--- config.mk ---
export PLATFORM = sky130hd
export DESIGN_NAME = nnir_ctrl
export DESIGN_NICKNAME = d
export VERILOG_FILES = /design/src/design/nnir_pkg.sv /design/src/design/nnir_ctrl.sv
export SDC_FILE = /design/constraint.sdc
export NUM_CORES = 1
export LEC_CHECK = 0
export CAP_MARGIN = 20
export CELL_PAD_IN_SITES_DETAIL_PLACEMENT = 1
export CELL_PAD_IN_SITES_GLOBAL_PLACEMENT = 1
export CORE_AREA = 2 2 39 41
export CTS_BUF_LIST = sky130_fd_sc_hd__clkbuf_8 sky130_fd_sc_hd__clkbuf_16
export DETAILED_ROUTE_END_ITERATION = 7
export DIE_AREA = 0 0 41 43
export DONT_BUFFER_PORTS = 1
export MAX_ROUTING_LAYER = met4
export PLACE_DENSITY = 0.68
export SYNTH_ARGS = -nofsm -noshare
export SYNTH_HDL_FRONTEND = slang
export SYNTH_SLANG_ARGS = --single-unit
--- constraint.sdc ---
create_clock -name clk -period 1.9 [get_ports clk]
set_input_delay 0.19 -clock clk [delete_from_list [all_inputs] [get_ports clk]]
set_output_delay 0.19 -clock clk [all_outputs]
set_load 0.02 [all_outputs]
--- src/design/nnir_pkg.sv ---
`default_nettype none

package nnir_pkg;

  localparam int MAX_SIDE    = 256;
  localparam int FRAC_BITS   = 14;
  localparam int CFG_SIDE_W  = 9;
  localparam int ANGLE_W     = 16;
  localparam int PIXEL_W     = 32;
  localparam int DEST_W      = 9;
  localparam int DEST_LIMIT  = 512;
  localparam int DIM_W       = DEST_W + 1;
  localparam int SIDE_BITS   = $clog2(MAX_SIDE);
  localparam int ADDR_W      = 2 * SIDE_BITS;
  localparam int AREA_W      = ADDR_W + 1;
  localparam int CORNER_W    = CFG_SIDE_W + ANGLE_W + 2;
  localparam int OFF_W       = CORNER_W - FRAC_BITS;
  localparam int GPOS_W      = OFF_W + 1;
  localparam int PROD_W      = ANGLE_W + GPOS_W;
  localparam int SUM_W       = PROD_W + 1;
  localparam int QUOT_W      = SUM_W - FRAC_BITS;
  localparam int CFG_INDEX_W = 3;
  localparam int CFG_DATA_W  = 32;
  localparam int IN_TDATA_W  = 32;
  localparam int OUT_FIELD_W = 2 * DEST_W + PIXEL_W;
  localparam int OUT_TDATA_W = ((OUT_FIELD_W + 7) / 8) * 8;

  // The geometry pipeline behind the configuration registers has this many stages.
  localparam int GEOM_STAGES = 4;
  localparam int SETTLE_W    = $clog2(GEOM_STAGES + 1);

  localparam logic [CFG_INDEX_W-1:0] REG_SOURCE_WIDTH    = 3'd0;
  localparam logic [CFG_INDEX_W-1:0] REG_SOURCE_HEIGHT   = 3'd1;
  localparam logic [CFG_INDEX_W-1:0] REG_COS_ANGLE       = 3'd2;
  localparam logic [CFG_INDEX_W-1:0] REG_SIN_ANGLE       = 3'd3;
  localparam logic [CFG_INDEX_W-1:0] REG_BACKGROUND_RGBA = 3'd4;

  localparam logic ACT_LOAD = 1'b0;
  localparam logic ACT_EMIT = 1'b1;

  typedef struct packed {
    logic load;
    logic emit_accept;
    logic mul_en;
    logic sum_en;
    logic addr_en;
    logic rd_en;
    logic out_load;
  } ctrl_cmd_t;

  typedef struct packed {
    logic geom_empty;
    logic out_free;
  } dp_status_t;

endpackage

`default_nettype wire

--- src/design/nnir_ctrl.sv ---
`default_nettype none

module nnir_ctrl (
  input  wire                     clk,
  input  wire                     rst_n,
  input  wire                     in_tvalid,
  output logic                    in_tready,
  input  wire                     in_tuser,
  input  wire                     cfg_we,
  input  nnir_pkg::dp_status_t    status,
  output nnir_pkg::ctrl_cmd_t     cmd
);

  localparam logic [2:0] ST_IDLE = 3'd0;
  localparam logic [2:0] ST_MUL  = 3'd1;
  localparam logic [2:0] ST_SUM  = 3'd2;
  localparam logic [2:0] ST_ADDR = 3'd3;
  localparam logic [2:0] ST_READ = 3'd4;
  localparam logic [2:0] ST_PUSH = 3'd5;

  logic [2:0]                      state_r;
  logic [2:0]                      state_nxt;
  logic [nnir_pkg::SETTLE_W-1:0]   settle_r;
  logic [nnir_pkg::SETTLE_W-1:0]   settle_nxt;
  logic                            accept;

  assign in_tready = (state_r == ST_IDLE) && (settle_r == '0);
  assign accept    = in_tvalid && in_tready;

  always_comb begin
    if (cfg_we) begin
      settle_nxt = nnir_pkg::SETTLE_W'(nnir_pkg::GEOM_STAGES);
    end else if (settle_r != '0) begin
      settle_nxt = settle_r - 1'b1;
    end else begin
      settle_nxt = settle_r;
    end
  end

  always_comb begin
    state_nxt = state_r;
    cmd       = '0;
    unique case (state_r)
      ST_IDLE: begin
        if (accept) begin
          if (in_tuser == nnir_pkg::ACT_LOAD) begin
            cmd.load = 1'b1;
          end else if (!status.geom_empty) begin
            cmd.emit_accept = 1'b1;
            state_nxt       = ST_MUL;
          end
        end
      end
      ST_MUL: begin
        cmd.mul_en = 1'b1;
        state_nxt  = ST_SUM;
      end
      ST_SUM: begin
        cmd.sum_en = 1'b1;
        state_nxt  = ST_ADDR;
      end
      ST_ADDR: begin
        cmd.addr_en = 1'b1;
        state_nxt   = ST_READ;
      end
      ST_READ: begin
        cmd.rd_en = 1'b1;
        state_nxt = ST_PUSH;
      end
      ST_PUSH: begin
        if (status.out_free) begin
          cmd.out_load = 1'b1;
          state_nxt    = ST_IDLE;
        end
      end
      default: begin
        state_nxt = ST_IDLE;
      end
    endcase
  end

  always_ff @(posedge clk) begin
    if (!rst_n) begin
      state_r  <= ST_IDLE;
      settle_r <= nnir_pkg::SETTLE_W'(nnir_pkg::GEOM_STAGES);
    end else begin
      state_r  <= state_nxt;
      settle_r <= settle_nxt;
    end
  end

  a_emit_starts: assert property (@(posedge clk) disable iff (!rst_n)
    cmd.emit_accept |=> state_r == ST_MUL)
    else $error("accepted emit beat did not start the pipeline");

  a_cfg_blocks_input: assert property (@(posedge clk) disable iff (!rst_n)
    cfg_we |=> !in_tready)
    else $error("input taken before geometry settled");

  a_push_returns: assert property (@(posedge clk) disable iff (!rst_n)
    (state_r == ST_PUSH) && status.out_free |=> state_r == ST_IDLE)
    else $error("controller stuck after result push");

  a_one_stage: assert property (@(posedge clk) disable iff (!rst_n)
    $onehot0({cmd.load, cmd.emit_accept, cmd.mul_en, cmd.sum_en, cmd.addr_en,
              cmd.rd_en, cmd.out_load}))
    else $error("more than one datapath command at once");

endmodule

`default_nettype wire

==> impl_metrics.tcl <==
set metrics [dict create \
    die_height_um 43 \
    ctsResizeCount 0 \
    hold_violations 0 \
    postRouteAntennaNets 0 \
    busiest_layer "met2" \
    vias_per_cell 5.212 \
    insertion_delay_ns 0.23 \
    ys_seq_elements 6 \
    synth_area_leaders "dfxtp_1 (29%), buf_6 (8.1%), nand4bb_4 (6.6%)" \
    firstDrtPassIters 2 \
    final_nets 61 \
    syn2layout_area_growth_pct 15.32 \
    cts_root_buf "clkbuf_8" \
    io_buffers 0 \
    finish.utilization_pct 34.72 \
    core_area_mm2 0.001384 \
    reg2reg_to "state_r[0]$_SDFFE_PN0P_" \
    drv_cap 0 \
    cp_max_fo 5 \
    rows 14 \
    syn_inst 46 \
    grt-ovfl-total 0 \
    setup_violations 0 \
    grt_util_met1_pct 14.52 \
    min_period_ns 1.666 \
    routed_wirelength_um 857 \
    clockBufferDepth 2 \
    required_ns 1.71 \
    hold_end "state_r[2]$_SDFFE_PN0P_" \
    finalSetupTns_ns 0 \
    cp.arrival_ns 1.48 \
    outcome "complete, no violations" \
    grt_usage_pct 12.87 \
    synth_edf_count 0 \
    cts.sinks 6 \
    synth-warning-count 0 \
    rr_startpoint "settle_r[0]$_SDFFE_PP0P_" \
    rsz0062_at_grt "false" \
    power_density_mw_per_mm2 1433 \
    gp_congestion 0.6758 \
    detail_route.wl_per_cell_um 12.98 \
    finalCritPeriodShare_pct 87.69 \
    cts_tree "built" \
    vias 344 \
    grt_max_degree 13 \
    postCtsSetupBuffers 0 \
    hp-class "in2reg" \
    met3_usage_pct 5.759 \
    yosysTopAreaCellShare_pct 28.83 \
    drt_iter0_drc 5 \
    path_class "reg2out" \
    synthFlopType "dfxtp_1" \
    die_area_mm2 0.001763 \
    hold_depth 2 \
    max-vdd-ir-drop_mv 0.5827 \
    syn-num-nets 55 \
    cp-start-kind "flop" \
    io_pins 15 \
    tightest_slew_ns 0.4205 \
    ys_top_cells_by_count "dfxtp_1 (6), nor2_1 (6), a21oi_1 (3), buf_6 (3), inv_1 (3)" \
    holdCritStartpoint "rst_n" \
    cts_buffers 3 \
    drive_gt1_share_pct 28.00 \
    rrSetupSlack_ns 0.45 \
    h-tree-depth 1 \
    path_clk_slew_ns 0.04 \
    rr_worst_depth 6 \
    synth_cell_types 25 \
    dp_hpwl_um 683.2 \
    avgSynthCellArea_um2 9.058 \
    leakagePower_nw 0.1942 \
    hold_buffers 0 \
    slew_headroom_pct 71.86 \
    grt_use_met2_pct 18.75 \
    fillCellCount 167 \
    drcViolationCount 0 \
    die_x_um 41 \
    postSynth.asyncResetShare_pct 0 \
    initial_core_util_pct 30.11 \
    grt_first_pass_wirelength_um 1490 \
    crit_path_end_kind "primary output" \
    antenna_found_initial 0 \
    drv_slew 0 \
    grt_pass1_vias 347 \
    fmax_mhz 600.2 \
    clock-skew-final_ns 0.007323 \
    synth_top_area_cell "dfxtp_1" \
    seq_area_frac_synth_pct 28.83 \
    syn_area_um2 416.7 \
    num_antenna_cells 0 \
]
==> final cells by class <==
cell class / count / area, um^2 / share of cell area (%)
clock buffer: 3 / 41.29 / 8.594
sequential: 6 / 120.1 / 25.00
inverter: 3 / 11.26 / 2.344
timing repair buffer: 4 / 30.03 / 6.250
multi-input combinational: 34 / 257.7 / 53.65
tap: 16 / 20.02 / 4.167
==> state kept, by name, indices dropped and copies added, names as in the netlist <==
signal    count
state_r       3
settle_r      3
==> where the power goes <==
part	leakage (nW)	switching [W]	internal [W]
Clock	0.0216	0.0000599	0.000137
Sequential	0.0494	0.0000857	0.000160
Combinational	0.123	0.000123	0.000123
Total	0.194	0.000269	0.000420
==> metal layers <==
metal	part of all wire, %	up-vias
met3	5.3	0
li1	-	167
met2	52	8
met5	0	-
met4	0	0
met1	43	169
==> placed cells by master (no fill, tap or decap), drive strengths merged, types with 2 or more instances in the layout <==
cell type | Yosys | layout
nor2 | 6 | 6
nand2 | 2 | 2
nor2b | 2 | 2
inv | 3 | 3
a21oi | 3 | 3
dfxtp | 6 | 6
xnor2 | 2 | 2
nand2b | 2 | 2
clkbuf | 0 | 3
ha | 2 | 2
nor4 | 2 | 2
nor3b | 2 | 2
buf | 3 | 4
==> worst max-delay path: stages (launching register included) <==
cell and delay, ns:
dfxtp_1 0.31, inv_1 0.09, ha_1 0.19, nand2b_2 0.11, nor4_2 0.34, buf_4 0.21
==> kinds of logic after synthesis <==
group                      synth area share [%]
AOI/OAI and AO/OA                         12.61
xor gates and xnor gates                  4.205
adders and majority gates                 6.005
buffers and inverters                     10.81
DFF                                       28.83
and+or+nand+nor                           37.54
==> worst max path at each step <==
stage | startpoint | endpoint | slack [ns] | depth (start not counted)
final | settle_r[0]$_SDFFE_PP0P_ | cmd[5] | 0.23 | 5
after global routing | settle_r[1]$_SDFFE_PP0P_ | cmd[6] | 0.07 | 7
after CTS | settle_r[0]$_SDFFE_PP0P_ | cmd[6] | 0.20 | 7
after detailed placement | settle_r[0]$_SDFFE_PP0P_ | state_r[0]$_SDFFE_PN0P_ | 0.43 | 6
after global placement | settle_r[0]$_SDFFE_PP0P_ | state_r[0]$_SDFFE_PN0P_ | 0.50 | 6
after floorplan | settle_r[0]$_SDFFE_PP0P_ | cmd[6] | 0.22 | 6
==> stage by stage <==
step,hold WS (ns),power [W],setup slack (ns),cell area [um^2],instances
2_1_floorplan,0.3368,0.0004898,0.2188,422.9,46
3_3_place_gp,0.3469,0.0004866,0.5020,439.2,63
5_1_grt,0.1330,0.0007341,0.07224,480.5,66
3_5_place_dp,0.3504,0.0004968,0.4297,439.2,63
6_report,0.1141,0.0006886,0.2339,480.5,66
4_1_cts,0.1134,0.0006956,0.2034,480.5,66
No activity file was read; power rests on OpenSTA's default activity.
